## src/sv/largest_empty_square_finder_unit_assert.svh

```systemverilog
// assertion macros for the largest empty square finder
// used by the top level; clock and reset are named clock and reset
`ifndef LARGEST_EMPTY_SQUARE_FINDER_UNIT_ASSERT_SVH
`define LARGEST_EMPTY_SQUARE_FINDER_UNIT_ASSERT_SVH

// same-cycle implication
`define LESF_ASSERT_NOW(label, cond, prop, msg) \
   label: assert property (@(posedge clock) disable iff (reset) (cond) |-> (prop)) \
      else $error(msg);

// next-cycle implication
`define LESF_ASSERT_NEXT(label, cond, prop, msg) \
   label: assert property (@(posedge clock) disable iff (reset) (cond) |=> (prop)) \
      else $error(msg);

`endif

```

## src/sv/lesf_pkg.sv

```systemverilog
// shared types and constants for the largest empty square finder
// no dependencies
package lesf_pkg;

   // configuration port
   localparam int CSR_DATA_W = 11;
   localparam int CSR_IDX_W  = 2;
   localparam logic [CSR_IDX_W-1:0] CSR_GRID_COLS = 2'd0;
   localparam logic [CSR_IDX_W-1:0] CSR_GRID_ROWS = 2'd1;
   localparam logic [CSR_DATA_W-1:0] GRID_SIZE_RESET = 11'd1024;

   // default largest supported grid side
   localparam int DEFAULT_MAX_SIDE = 1024;

   // position flags of one cell within the frame
   typedef struct packed {
      logic col_first;
      logic row_first;
      logic row_end;
      logic frame_end;
   } cell_flags_type;

endpackage

```

## src/sv/lesf_scan_ctrl.sv

```systemverilog
// frame size registers and row/column scan counters
// depends on lesf_pkg
module lesf_scan_ctrl
   import lesf_pkg::*;
#(
   parameter int MAX_SIDE = DEFAULT_MAX_SIDE,
   localparam int POS_W = $clog2(MAX_SIDE)
) (
   input  logic                  clock,
   input  logic                  reset,
   input  logic                  csr_we,
   input  logic [CSR_IDX_W-1:0]  csr_idx,
   input  logic [CSR_DATA_W-1:0] csr_wdata,
   input  logic                  step,
   output logic [POS_W-1:0]      col,
   output logic [POS_W-1:0]      row,
   output cell_flags_type        flags
);

   logic [CSR_DATA_W-1:0] grid_cols_ff;
   logic [CSR_DATA_W-1:0] grid_rows_ff;
   logic [POS_W-1:0]      col_count_ff, col_count_in;
   logic [POS_W-1:0]      row_count_ff, row_count_in;
   logic [POS_W-1:0]      last_col;
   logic [POS_W-1:0]      last_row;

   // size registers
   always_ff @(posedge clock) begin
      if (reset) begin
         grid_cols_ff <= GRID_SIZE_RESET;
         grid_rows_ff <= GRID_SIZE_RESET;
      end else if (csr_we) begin
         case (csr_idx)
            CSR_GRID_COLS: grid_cols_ff <= csr_wdata;
            CSR_GRID_ROWS: grid_rows_ff <= csr_wdata;
            default: ;
         endcase
      end
   end

   // last index in use: zero acts as one, oversize clamps to the max side
   always_comb begin
      if (grid_cols_ff == '0)
         last_col = '0;
      else if (32'(grid_cols_ff) > 32'(MAX_SIDE))
         last_col = POS_W'(MAX_SIDE - 1);
      else
         last_col = POS_W'(grid_cols_ff - 1'b1);

      if (grid_rows_ff == '0)
         last_row = '0;
      else if (32'(grid_rows_ff) > 32'(MAX_SIDE))
         last_row = POS_W'(MAX_SIDE - 1);
      else
         last_row = POS_W'(grid_rows_ff - 1'b1);
   end

   // flags of the cell at the current position
   always_comb begin
      flags.col_first = (col_count_ff == '0);
      flags.row_first = (row_count_ff == '0);
      flags.row_end   = (col_count_ff >= last_col);
      flags.frame_end = flags.row_end && (row_count_ff >= last_row);
   end

   // next position
   always_comb begin
      col_count_in = col_count_ff;
      row_count_in = row_count_ff;
      if (step) begin
         if (flags.row_end) begin
            col_count_in = '0;
            row_count_in = flags.frame_end ? '0 : row_count_ff + 1'b1;
         end else begin
            col_count_in = col_count_ff + 1'b1;
         end
      end
   end

   always_ff @(posedge clock) begin
      if (reset) begin
         col_count_ff <= '0;
         row_count_ff <= '0;
      end else begin
         col_count_ff <= col_count_in;
         row_count_ff <= row_count_in;
      end
   end

   assign col = col_count_ff;
   assign row = row_count_ff;

endmodule

```

## config.mk

```make
export PLATFORM = sky130hd
export DESIGN_NAME = lesf_scan_ctrl
export DESIGN_NICKNAME = d
export VERILOG_FILES = /design/src/sv/largest_empty_square_finder_unit_assert.svh /design/src/sv/lesf_pkg.sv /design/src/sv/lesf_scan_ctrl.sv
export SDC_FILE = /design/constraint.sdc
export NUM_CORES = 1
export LEC_CHECK = 0
export ABC_AREA = 1
export BUFFER_PORTS_ARGS = -buffer_cell sky130_fd_sc_hd__buf_2
export CORE_MARGIN = 4
export CORE_UTILIZATION = 48
export DETAILED_ROUTE_END_ITERATION = 10
export PLACE_DENSITY_LB_ADDON = 0.3
export SLEW_MARGIN = 20
export SYNTH_ARGS = -nofsm -noshare
export SYNTH_HDL_FRONTEND = slang
export SYNTH_SLANG_ARGS = --single-unit
```

## constraint.sdc

```tcl
create_clock -name clock -period 4.3 [get_ports clock]
set_input_delay 1.29 -clock clock [delete_from_list [all_inputs] [get_ports clock]]
set_output_delay 1.29 -clock clock [all_outputs]
set_load 0.03 [all_outputs]
```

Word level (Yosys, flattened, before mapping)
Index checks and enable logic that the tools add are counted.
{ "word_totals": {"wordCells": 28, "regBits": 42, "inputBits": 17, "out_inout_bits": 24} }
{ "classes": {"n_lt_le_gt_ge": 4, "mux": 6, "n_reduce_logical": 9, "n_eq_ne": 1, "n_addsub": 4} }
{ "ops": {"columns": ["cell", "n"], "rows": [
  ["2-to-1 mux 10 bit", 6],
  ["> comparator 11 bit, second input constant", 2],
  ["zero test 11 bit", 2],
  ["adder 10 x 1 -> 10 bit, second input constant", 2],
  [">= comparator 10 bit", 2],
  ["zero test 10 bit", 2],
  ["subtractor 10 x 1 -> 10 bit, second input constant", 2],
  ["AND reduction 2 bit", 3],
  ["equality test 2 x 1 -> 1 bit, second input constant", 1],
  ["zero test 2 bit", 1],
  ["logical AND 1 bit", 1]
]} }

Logic depth before layout (Yosys ltp)
{ "depth": {"ltp_word": 6, "ltp_mapped": 22, "mapped_depth_nobuf": 22} }

Worst setup path after synthesis
Ideal clock, no wire load.
{ "synth_path": {"path_type": "register -> output", "startpoint": "register grid_cols_ff[0]", "endpoint": "output flags[0] (netlist name)", "required_ns": 3.010, "n_path_buf": 1, "slack_ns": 0.704, "t_arrival_ns": 2.306, "path_stages_with_launch": 16, "path_cell_list": "dfxtp_1 -> inv_1 -> ha_1 -> nand3_2 -> nor3_2 -> nand2_2 -> nand2_2 -> inv_2 -> o21ai_1 -> ha_1 -> a21o_1 -> nor2_4 -> nand3_4 -> buf_6 -> nand2_1 -> inv_1"} }
{ "synth_rtl": {"columns": ["item", "line", "text"], "rows": [
  ["from (decl)", "lesf_scan_ctrl.sv:20", "logic [CSR_DATA_W-1:0] grid_cols_ff;"],
  ["from (signal assigned)", "lesf_scan_ctrl.sv:34", "CSR_GRID_COLS: grid_cols_ff <= csr_wdata;"],
  ["to (decl)", "lesf_scan_ctrl.sv:17", "output cell_flags_type flags"]
]} }

==> key figures <==
Outcome
  – Outcome: completed

Finish
  – Post-layout util: 56.7%
  – Final std cells w/o fill: 540
  – Fill cells: 574
  – # diodes: 0
  – Fin nets: 507
  – Finished Cell Area: 3330 µm²
  – Share of cells above drive strength 1: 17.4%
  – Area grow syn2layout: 15.2%

CTS
  – Worst-skew pair later-pin latency: 0.29 ns
  – Clk root buf: clkbuf_8
  – CTS hold repair buffers: 0
  – Clock Path Buffers: 2
  – CTS H-tree depth: 2
  – CTS sink cnt: 42
  – CTS tree: yes
  – Clock transition at path regs: 0.08 ns
  – Num CTS Buffers: 5

Floorplan
  – Die height: 85.7 µm
  – Num rows: 28
  – Core Area: 5890 µm²
  – Initial Utilization: 49.2%
  – Die width: 85.7 µm
  – I/O pin total: 41
  – Die area: 7340 µm²

Synth
  – Post-Syn Area per Cell: 6.86 µm²
  – Post-synth EDFFs: 0
  – Most frequent cell after synthesis: nand2_1
  – Synth Cell Area: 2900 µm²
  – Most instantiated cells after synthesis: nand2_1 (76), inv_1 (68), nor2_1 (44)
  – Synth top area share: 29.0%
  – Number of synthesized register bits: 42
  – Register area share after synthesis: 29.0%
  – Synth cell types: 35
  – Post-synth top area cell: dfxtp_1
  – Synth warnings: 0
  – Most used flip-flop cell after synthesis: dfxtp_1
  – Area contributors post-synth: dfxtp_1 (29%), ha_1 (11%), nand2_1 (9.9%)
  – Post-synth ARST share: 0%
  – Synth Net Count: 465
  – Cell count after synthesis: 422

Setup path
  – CP delay by family, top: simple AND/OR/NAND/NOR gates
  – Worst EP required: 3.01 ns
  – CP Class: reg2out
  – Slowest cell on the critical path: dfxtp_1
  – Reg2Reg Setup Slack: 1.33 ns
  – Worst r2r path cells: 18
  – WP data arrival: 2.81 ns
  – Cell Chain, Critical Path: inv_1 > ha_2 > nand3_2 > nor3_2 > nand2_2 > nand2_2 > inv_2 > o21ai_1 > ha_1 > a21o_1 > nor2_4 > nand3_4 > nand2_1 > inv_1 > buf_2
  – Crit. End Element: output pin
  – Crit path largest cell delay: 0.34 ns
  – Worst R2R End: row[6]$_SDFFE_PP0P_
  – Worst-path maximum fanout: 9
  – R2R Path Start: grid_cols_ff[0]$_SDFFE_PP0P_
  – CP Buf/Inv Count: 4
  – Startpoint class of the critical path: flop

Power
  – Leak pwr: 1.72 nW
  – Pwr dens: 297 nW/µm²
  – Total Power: 0.990 mW
  – Worst vdd ir: 0.173 mV

GRT
  – Global-route wire length before repair: 11.0 mm
  – Largest net degree at the start of global routing: 27
  – Vias in the first global route: 2528
  – Initial antenna violation count: 0
  – GR Util All Layers: 18.0%
  – Total grt overflow: 0

STA
  – Max Fclk: 0.244 GHz
  – Final setup TNS: 0 ns
  – Max transition margin: 54.2%
  – Period minus WS final: 4.10 ns
  – Period utilisation layout: 95.3%
  – Max Slew Vio Count: 0
  – Hold Fails Final Rpt: 0
  – Worst-Margin Slew: 0.687 ns
  – Final setup viols: 0
  – Clock skew: 0.00719 ns

Routing
  – Vias per cell: 5.02
  – Vias: 2713
  – Drt total wl: 6.45 mm
  – WL per Instance: 12.0 µm
  – Detailed-route DRC error count: 0
  – Post-route ant nets: 0
  – Drt pass-1 iters: 4
  – Number of DRC markers in iteration 0: 82

Place
  – Post-DP HPWL: 5.04 mm
  – Port buffer count: 40
  – Routability Congestion: 0.879
  – Placed instance area: 3130 µm²
  – Inst Count DP: 528

Worst hold path
  – Worst hold path type: reg2reg
  – Min-Delay Startpoint: grid_rows_ff[1]$_SDFFE_PP0P_
  – Hold worst-path end: grid_rows_ff[1]$_SDFFE_PP0P_
  – Worst Hold Depth: 2

Job
  – Max Cap Violations: 0
[power breakdown]
group          total [mW]  switching [mW]  internal [mW]  leakage (nW)
logic               0.189           0.118         0.0710          1.31
clock network       0.386           0.139          0.248        0.0714
registers           0.415          0.0133          0.401         0.342
[metal layers]
| layer | vias to the layer above | share of wire (%) | global-route usage [%] |
|---|---|---|---|
| met3 | 2 | 4.4 | 3.46 |
| met2 | 59 | 48 | 29.9 |
| met1 | 1205 | 47 | 23.2 |
| met5 | - | 0 | 0 |
| met4 | 0 | 0.53 | 6.19 |
| li1 | 1447 | - | - |
[layout by cell type, fill, tap and decap left out, types with 3 or more instances in the layout]
master and count:
a21oi_1 23, buf_2 40, buf_4 4, clkbuf_8 6, dfxtp_1 42, ha_1 24, inv_1 67, inv_2 6
nand2_1 76, nand2_2 3, nand3_1 22, nand3_2 4, nand4_1 12, nor2_1 43, nor2_2 3, nor3_1 7
o21ai_0 36, o21ai_1 4, xnor2_1 3, xor2_1 15
[worst max path at each step]
stage / to / from / slack (ns) / cells past startpoint
after global routing: flags[0] / grid_rows_ff[0]$_SDFFE_PP0P_ / -0.006 / 18
after CTS: flags[0] / grid_cols_ff[0]$_SDFFE_PP0P_ / 0.09 / 15
after detailed placement: flags[0] / grid_cols_ff[0]$_SDFFE_PP0P_ / 0.46 / 15
final: flags[0] / grid_cols_ff[0]$_SDFFE_PP0P_ / 0.20 / 15
after global placement: flags[0] / grid_cols_ff[0]$_SDFFE_PP0P_ / 0.57 / 18
after floorplan: flags[0] / grid_cols_ff[0]$_SDFFE_PP0P_ / 0.70 / 15
[area by class of cell]
type | count | area, µm² | area share (%)
tap | 75 | 93.8 | 2.81
multi-input combinational | 298 | 1750 | 52.6
sequential | 42 | 841 | 25.2
clock buffer | 6 | 82.6 | 2.48
timing repair buffer | 44 | 230 | 6.90
clock inverter | 2 | 60.1 | 1.80
inverter | 73 | 274 | 8.22
[worst min-delay path, cell delays in order, from the launching register on]
cell     delay [ns]
dfxtp_1        0.31
inv_1          0.07
a21oi_1        0.06
[what timing repair did]
item / 4_1_cts / 5_1_grt
endpoints found under the setup margin: 0 / 2
gates resized for setup: 0 / 8
setup buffers: 0 / 4
[metrics by stage]
step | worst slack (ns) | hold slack (ns)
2_1_floorplan | 0.704 | 0.448
3_3_place_gp | 0.572 | 0.484
3_5_place_dp | 0.462 | 0.481
4_1_cts | 0.0945 | 0.493
5_1_grt | -0.00625 | 0.513
6_report | 0.204 | 0.490
[logic make-up after synthesis]
group | Yosys count | share of synthesized area [%]
AO/OA/AOI/OAI | 73 | 13.7
buffers and inverters | 82 | 11.4
XOR/XNOR | 18 | 5.45
adder cells (fa/ha/maj) | 26 | 11.2
AND/OR/NAND/NOR | 181 | 29.2
flip-flops | 42 | 29.0
[flip-flops by register name, indices dropped and copies added (netlist names)]
register / cells
col: 10
grid_rows_ff: 11
row: 10
grid_cols_ff: 11
No activity file was read; power rests on OpenSTA's default activity.
