[src/sv/largest_empty_square_finder_unit_assert.svh]
// assertion macros for the largest empty square finder
// used by the top level; clock and reset are named clock and reset
`ifndef LARGEST_EMPTY_SQUARE_FINDER_UNIT_ASSERT_SVH
`define LARGEST_EMPTY_SQUARE_FINDER_UNIT_ASSERT_SVH

// same-cycle implication
`define LESF_ASSERT_NOW(label, cond, prop, msg) \
   label: assert property (@(posedge clock) disable iff (reset) (cond) |-> (prop)) \
      else $error(msg);

// next-cycle implication
`define LESF_ASSERT_NEXT(label, cond, prop, msg) \
   label: assert property (@(posedge clock) disable iff (reset) (cond) |=> (prop)) \
      else $error(msg);

`endif

[src/sv/lesf_pkg.sv]
// shared types and constants for the largest empty square finder
// no dependencies
package lesf_pkg;

   // configuration port
   localparam int CSR_DATA_W = 11;
   localparam int CSR_IDX_W  = 2;
   localparam logic [CSR_IDX_W-1:0] CSR_GRID_COLS = 2'd0;
   localparam logic [CSR_IDX_W-1:0] CSR_GRID_ROWS = 2'd1;
   localparam logic [CSR_DATA_W-1:0] GRID_SIZE_RESET = 11'd1024;

   // default largest supported grid side
   localparam int DEFAULT_MAX_SIDE = 1024;

   // position flags of one cell within the frame
   typedef struct packed {
      logic col_first;
      logic row_first;
      logic row_end;
      logic frame_end;
   } cell_flags_type;

endpackage

[src/sv/lesf_if.sv]


interface lesf_rsp_if #(
   parameter int SIDE_W = 11,
   parameter int POS_W  = 10
);
   logic              valid;
   logic              ready;
   logic [SIDE_W-1:0] square_side;
   logic [POS_W-1:0]  square_col;
   logic [POS_W-1:0]  square_row;

   modport source (output valid, output square_side, output square_col,
                   output square_row, input ready);
   modport sink (input valid, input square_side, input square_col,
                 input square_row, output ready);
endinterface

[src/sv/lesf_best_track.sv]
// running best square and result register
// depends on lesf_pkg and lesf_rsp_if
module lesf_best_track
   import lesf_pkg::*;
#(
   parameter int MAX_SIDE = DEFAULT_MAX_SIDE,
   localparam int SIDE_W = $clog2(MAX_SIDE + 1),
   localparam int POS_W  = $clog2(MAX_SIDE)
) (
   input  logic              clock,
   input  logic              reset,
   input  logic              step,
   input  logic              frame_end,
   input  logic [SIDE_W-1:0] side,
   input  logic [POS_W-1:0]  col,
   input  logic [POS_W-1:0]  row,
   output logic              out_free,
   lesf_rsp_if.source        rsp
);

   logic [SIDE_W-1:0] best_side_ff, best_side_in;
   logic [POS_W-1:0]  best_col_ff, best_col_in;
   logic [POS_W-1:0]  best_row_ff, best_row_in;
   logic              rsp_valid_ff;
   logic [SIDE_W-1:0] rsp_side_ff;
   logic [POS_W-1:0]  rsp_col_ff;
   logic [POS_W-1:0]  rsp_row_ff;

   // strictly larger side replaces the best; top-left is end plus one minus side
   always_comb begin
      best_side_in = best_side_ff;
      best_col_in  = best_col_ff;
      best_row_in  = best_row_ff;
      if (side > best_side_ff) begin
         best_side_in = side;
         best_col_in  = POS_W'(SIDE_W'(col) + 1'b1 - side);
         best_row_in  = POS_W'(SIDE_W'(row) + 1'b1 - side);
      end
   end

   always_ff @(posedge clock) begin
      if (reset) begin
         best_side_ff <= '0;
         best_col_ff  <= '0;
         best_row_ff  <= '0;
      end else if (step) begin
         if (frame_end) begin
            best_side_ff <= '0;
            best_col_ff  <= '0;
            best_row_ff  <= '0;
         end else begin
            best_side_ff <= best_side_in;
            best_col_ff  <= best_col_in;
            best_row_ff  <= best_row_in;
         end
      end
   end

   // result word register
   always_ff @(posedge clock) begin
      if (reset) begin
         rsp_valid_ff <= 1'b0;
      end else if (step && frame_end) begin
         rsp_valid_ff <= 1'b1;
      end else if (rsp.ready) begin
         rsp_valid_ff <= 1'b0;
      end
   end

   always_ff @(posedge clock) begin
      if (step && frame_end) begin
         rsp_side_ff <= best_side_in;
         rsp_col_ff  <= best_col_in;
         rsp_row_ff  <= best_row_in;
      end
   end

   assign out_free        = !rsp_valid_ff || rsp.ready;
   assign rsp.valid       = rsp_valid_ff;
   assign rsp.square_side = rsp_side_ff;
   assign rsp.square_col  = rsp_col_ff;
   assign rsp.square_row  = rsp_row_ff;

endmodule

[src/flat_wrapper.sv]
// flat-port wrapper written by rule: the top's interface ports become plain ports
module lesf_best_track_flat import lesf_pkg::*;
#(
   parameter int MAX_SIDE = DEFAULT_MAX_SIDE,
   localparam int SIDE_W = $clog2(MAX_SIDE + 1),
   localparam int POS_W  = $clog2(MAX_SIDE)
)
  (clock, reset, step, frame_end, side, col, row, out_free, rsp_valid, rsp_square_side, rsp_square_col, rsp_square_row, rsp_ready);
  lesf_rsp_if rsp_i ();
  input  logic clock;
  input  logic reset;
  input  logic step;
  input  logic frame_end;
  input  logic [SIDE_W-1:0] side;
  input  logic [POS_W-1:0] col;
  input  logic [POS_W-1:0] row;
  output logic out_free;
  output wire logic [$bits(rsp_i.valid)-1:0] rsp_valid;
  output wire logic [$bits(rsp_i.square_side)-1:0] rsp_square_side;
  output wire logic [$bits(rsp_i.square_col)-1:0] rsp_square_col;
  output wire logic [$bits(rsp_i.square_row)-1:0] rsp_square_row;
  input wire logic [$bits(rsp_i.ready)-1:0] rsp_ready;
  assign rsp_valid = rsp_i.valid;
  assign rsp_square_side = rsp_i.square_side;
  assign rsp_square_col = rsp_i.square_col;
  assign rsp_square_row = rsp_i.square_row;
  assign rsp_i.ready = rsp_ready;
  lesf_best_track #(.MAX_SIDE(MAX_SIDE)) u_core (.clock(clock), .reset(reset), .step(step), .frame_end(frame_end), .side(side), .col(col), .row(row), .out_free(out_free), .rsp(rsp_i));
endmodule
[config.mk]
export PLATFORM = sky130hd
export DESIGN_NAME = lesf_best_track_flat
export DESIGN_NICKNAME = d
export VERILOG_FILES = /design/src/sv/largest_empty_square_finder_unit_assert.svh /design/src/sv/lesf_pkg.sv /design/src/sv/lesf_if.sv /design/src/sv/lesf_best_track.sv /design/src/flat_wrapper.sv
export SDC_FILE = /design/constraint.sdc
export NUM_CORES = 1
export LEC_CHECK = 0
export ABC_CLOCK_PERIOD_IN_PS = 2700
export BUFFER_PORTS_ARGS = -buffer_cell sky130_fd_sc_hd__buf_2
export CAP_MARGIN = 20
export CORE_MARGIN = 10
export CORE_UTILIZATION = 48
export CTS_CLUSTER_DIAMETER = 60
export DETAILED_ROUTE_END_ITERATION = 6
export PLACE_DENSITY = 0.71
export RECOVER_POWER = 100
export SKIP_CTS_REPAIR_TIMING = 1
export SYNTH_ARGS = -nofsm -noshare
export SYNTH_HDL_FRONTEND = slang
export SYNTH_SLANG_ARGS = --single-unit
export TNS_END_PERCENT = 100
[constraint.sdc]
create_clock -name clock -period 2.7 [get_ports clock]
set_input_delay 0.405 -clock clock [delete_from_list [all_inputs] [get_ports clock]]
set_output_delay 0.405 -clock clock [all_outputs]
set_load 0.005 [all_outputs]
Word level (Yosys, flattened, before mapping)
Cells that the tools add are included.
{"block": "classes", "add_sub_neg": 4, "n_lt_le_gt_ge": 1, "muxes": 8, "reduce_logical": 4}
{"operator": "10-bit 2-to-1 mux", "count": 4}
{"operator": "11-bit 2-to-1 mux", "count": 2}
{"operator": "10-bit by 1-bit adder with 10-bit output (second input constant)", "count": 2}
{"operator": "10-bit subtractor", "count": 2}
{"operator": "11-bit greater-than comparator", "count": 1}
{"operator": "1-bit 2-to-1 mux", "count": 2}
{"operator": "2-bit nonzero test", "count": 1}
{"operator": "1-bit logical AND", "count": 1}
{"operator": "1-bit zero test", "count": 1}
{"operator": "1-bit logical OR", "count": 1}
{"block": "word_totals", "regBits": 63, "output_inout_bits": 33}

Depth between registers and ports, before layout
{"block": "logic_depth", "word_depth": 4, "depth_mapped": 11, "mapped_depth_nobuf": 11}

Worst setup path after synthesis
OpenSTA, ideal clock, no wires.
{"block": "synth_path", "kind": "input to register", "from": "input port col[1]", "to": "register u_core.rsp_col_ff[9] (netlist: u_core.rsp.square_col[9]), data pin", "t_arrival_ns": 2.382, "required_ns": 2.440, "setup_slack_ns": 0.058, "cell_stages": 10, "path_buffers": 0, "cell_sequence": "inv_1 -> ha_1 -> inv_1 -> ha_1 -> fa_1 -> a211oi_1 -> o21ai_0 -> a31o_2 -> xor2_1 -> mux2_2"}
{"block": "synth_between", "elab_chain_len": 3}
{"item": "from (decl)", "line": "flat_wrapper.sv:15", "text": "input logic [POS_W-1:0] col;"}
{"item": "10-bit by 1-bit adder with 10-bit output", "line": "lesf_best_track.sv:36", "text": "best_col_in = POS_W'(SIDE_W'(col) + 1'b1 - side);"}
{"item": "10-bit subtractor", "line": "lesf_best_track.sv:36"}
{"item": "10-bit 2-to-1 mux", "line": "lesf_best_track.sv:34", "text": "if (side > best_side_ff) begin"}
{"item": "named net u_core.best_col_in[9]", "line": "lesf_best_track.sv:22", "text": "logic [POS_W-1:0] best_col_ff, best_col_in;"}
{"item": "to (signal assigned)", "line": "lesf_best_track.sv:73", "text": "rsp_col_ff <= best_col_in;"}
{"item": "to (decl)", "line": "lesf_best_track.sv:26", "text": "logic [POS_W-1:0] rsp_col_ff;"}
The timed path passes the listed nets, and every way through them passes these cells.
A chain may end at the register's enable or synchronous reset.

Worst setup path after layout
{"block": "layout_path", "from": "input port side[1]", "to": "register u_core.rsp_col_ff[9] (netlist: u_core.rsp.square_col[9]), data pin"}
{"block": "layout_between", "elab_chain_len": 2, "word_cells_on_any_way": 3}
{"item": "from (decl)", "line": "flat_wrapper.sv:14", "text": "input logic [SIDE_W-1:0] side;"}
{"item": "10-bit subtractor / 11-bit greater-than comparator (equally long branches)", "line": "lesf_best_track.sv:36, lesf_best_track.sv:34"}
{"item": "10-bit 2-to-1 mux (*)", "line": "lesf_best_track.sv:34"}
{"item": "named net u_core.best_col_in[9]", "line": "lesf_best_track.sv:22"}
Mark *: on every way through the listed nets, which the timed path passes. The rest lies on a longest branch.

==> results.json <==
{
  "drcViolationCount": 0,
  "critPathKind": "in -> reg",
  "holdCritStartpoint": "side[0]",
  "grt_pass1_wl_um": 14200,
  "routabilityCongestion": 0.802,
  "rr_worst_depth": 8,
  "overflow": 0,
  "fin_worst_skew_ps": 6.30,
  "grt_use_total": 0.156,
  "viasPerCell": 5.38,
  "num_io_pins": 69,
  "grt_max_degree": 33,
  "finalHoldViolations": 0,
  "die_h_um": 107,
  "leakage_nw": 1.73,
  "critPathMostFrequentCell": "ha_1",
  "root_buffer": "clkbuf_8",
  "path_clk_slew_ps": 70,
  "violations": "max-capacitance violations, max-slew violations",
  "startpoint_type": "primary input",
  "avgSynthCellArea_um2": 10.4,
  "status": "finished, violations left",
  "ys.flop_type": "dfxtp_1",
  "drt_first_pass_iters": 5,
  "rr_endpoint": "u_core.rsp.square_side[9]",
  "nets": 515,
  "drive_gt1_frac": 0.190,
  "crit_buf_inv": 2,
  "antenna_left": 0,
  "clock.fmax_mhz": 391,
  "num_vias": 2886,
  "rows": 31,
  "irDropWorstVdd_uv": 338,
  "drtIter0Drc": 94,
  "whs_path_depth": 3,
  "wl_per_cell_um": 16.2,
  "synth_edf_count": 31,
  "cpPeakStageDelay_ps": 420,
  "critPathArrivalTime_ps": 2650,
  "clock_sinks": 63,
  "final_core_util": 0.581,
  "holdPathEnd": "u_core.best_side_ff[0]",
  "ys_seq_elements": 63,
  "initial_core_util": 0.500,
  "period_needed_ps": 2560,
  "dieArea_um2": 11500,
  "antenna_cells": 0,
  "rsz0062_at_grt": "no",
  "ys_seq_area_frac": 0.429,
  "synth_cells": 353,
  "drv_cap": 1,
  "end_kind": "register",
  "final_common_cell": "ha_1",
  "cp_cell_sequence": "buf_2 > ha_1 > inv_1 > ha_1 > fa_1 > a211oi_1 > o21ai_0 > a31o_2 > xor2_1 > mux2_2",
  "htree_levels": 3,
  "yosysWarnings": 0,
  "crit_path_start": "side[1]",
  "final.period_utilization": 0.946,
  "critPathTopFamily": "adder cells",
  "syn2layout_area_growth_pct": 16.2,
  "core_um2": 7330,
  "synth.top_cell.area_share": 0.254,
  "slew_viol_final": 33,
  "worstMarginPinSlew_ps": 1550,
  "powerDensity_nw_per_um2": 576,
  "synth.distinct_cells": 41,
  "grt_pass1_vias": 2908,
  "cts.path.max_buffers": 2,
  "fill_cells": 682,
  "synth.net_count": 436,
  "die_x_um": 107,
  "wl_um": 8690,
  "setup_violations": 0,
  "synthTopCellsByArea": "edfxtp_1, dfxtp_1, ha_1",
  "cts_buffers": 9,
  "maxSlewHeadroom": -0.0366,
  "clk-insertion-delay-late_ps": 340,
  "yosys.area.top_type": "edfxtp_1",
  "crit_slowest_cell": "fa_1",
  "layout_common_cells": "ha_1, clkbuf_1, nor2_1, buf_2, dfxtp_1",
  "antenna_found_initial": 0,
  "worstReg2RegStart": "u_core.best_side_ff[8]",
  "cts_tree": "yes",
  "post-dp-hpwl_um": 6500,
  "hp-class": "in -> reg",
  "postLayoutSetupSlackWorst_ps": 145,
  "crit_required_ps": 2790,
  "io_buffers": 68,
  "place_ws_ps": -218,
  "reg2reg_slack_ps": 240,
  "async_flop_share": 0,
  "cp_max_fo": 3,
  "syn_area_um2": 3670
}
==> synth_stat cells (all sizes together), types with 2 or more instances <==
library cell / number
a211oi: 3
a21o: 2
a21oi: 17
a22oi: 28
a31oi: 2
buf: 7
clkbuf: 5
dfxtp: 32
edfxtp: 31
fa: 2
ha: 45
inv: 29
mux2: 20
nand2: 20
nand2b: 3
nand4: 3
nor2: 36
nor2b: 2
nor3: 7
o211ai: 2
o21ai: 24
o21bai: 3
o41ai: 3
or3: 3
xnor2: 13
xor2: 3
==> cells by family (layout without fill, tap and decap cells) <==
kind of cell	Yosys count	count (layout)	share of synthesized area
compound gates	89	89	0.162
xor+xnor	16	16	0.0382
fa+ha+maj	47	47	0.164
buf+inv	41	125	0.0508
flops	63	63	0.429
mux	20	20	0.0614
simple gates	77	77	0.0942
==> layout make-up <==
class,count,area (µm²),area share
Clock buffer,12,135,0.0317
Clock inverter,4,22.5,0.00528
Inverter,29,109,0.0255
Multi-Input combinational cell,249,1900,0.446
Sequential cell,63,1570,0.369
Tap cell,99,124,0.0291
Timing Repair Buffer,80,400,0.0939
==> stage by stage <==
stage	setup TNS, ps	hold WS [ps]	std cells	area, µm²	total power [W]
after floorplan	0	431	353	3670	0.00160
final	0	345	536	4260	0.00245
after global routing	0	355	536	4260	0.00260
after detailed placement	-790	450	520	4170	0.00180
after CTS	0	332	536	4330	0.00249
after global placement	-282	442	520	4170	0.00178
==> how the worst max path moves through the flow <==
stage | to | depth (start not counted)
finish | u_core.rsp.square_col[9] | 10
global placement | u_core.rsp.square_col[9] | 10
global route | u_core.rsp.square_col[9] | 10
floorplan | u_core.rsp.square_col[9] | 10
detailed placement | u_core.rsp.square_col[9] | 10
CTS | u_core.rsp.square_col[9] | 10
==> registers in the layout (all words and copies together) (netlist names) <==
name                    flops
u_core.rsp.square_side     11
u_core.rsp.valid            1
u_core.rsp.square_row      10
u_core.best_col_ff         10
u_core.best_row_ff         10
u_core.rsp.square_col      10
u_core.best_side_ff        11
==> power breakdown <==
group | leakage [nW] | internal [W] | total (W) | switching (W)
Sequential | 0.557 | 0.00109 | 0.00112 | 0.0000238
Combinational | 1.09 | 0.000299 | 0.000649 | 0.000350
Clock | 0.0801 | 0.000329 | 0.000687 | 0.000358
Total | 1.73 | 0.00172 | 0.00245 | 0.000731
==> per-layer routing <==
| layer | vias up | wire length (µm) | global-route usage |
|---|---|---|---|
| met2 | 91 | 4060 | 0.257 |
| met1 | 1343 | 3750 | 0.184 |
| met3 | 8 | 785 | 0.0599 |
| li1 | 1444 | - | - |
| met5 | - | 0 | 0 |
| met4 | 0 | 98 | 0.0448 |
==> tightest hold or removal path: stages <==
cell and delay, ps:
buf_2 90, a22oi_1 70, nor2_1 80
No activity file was read; power rests on OpenSTA's default activity.
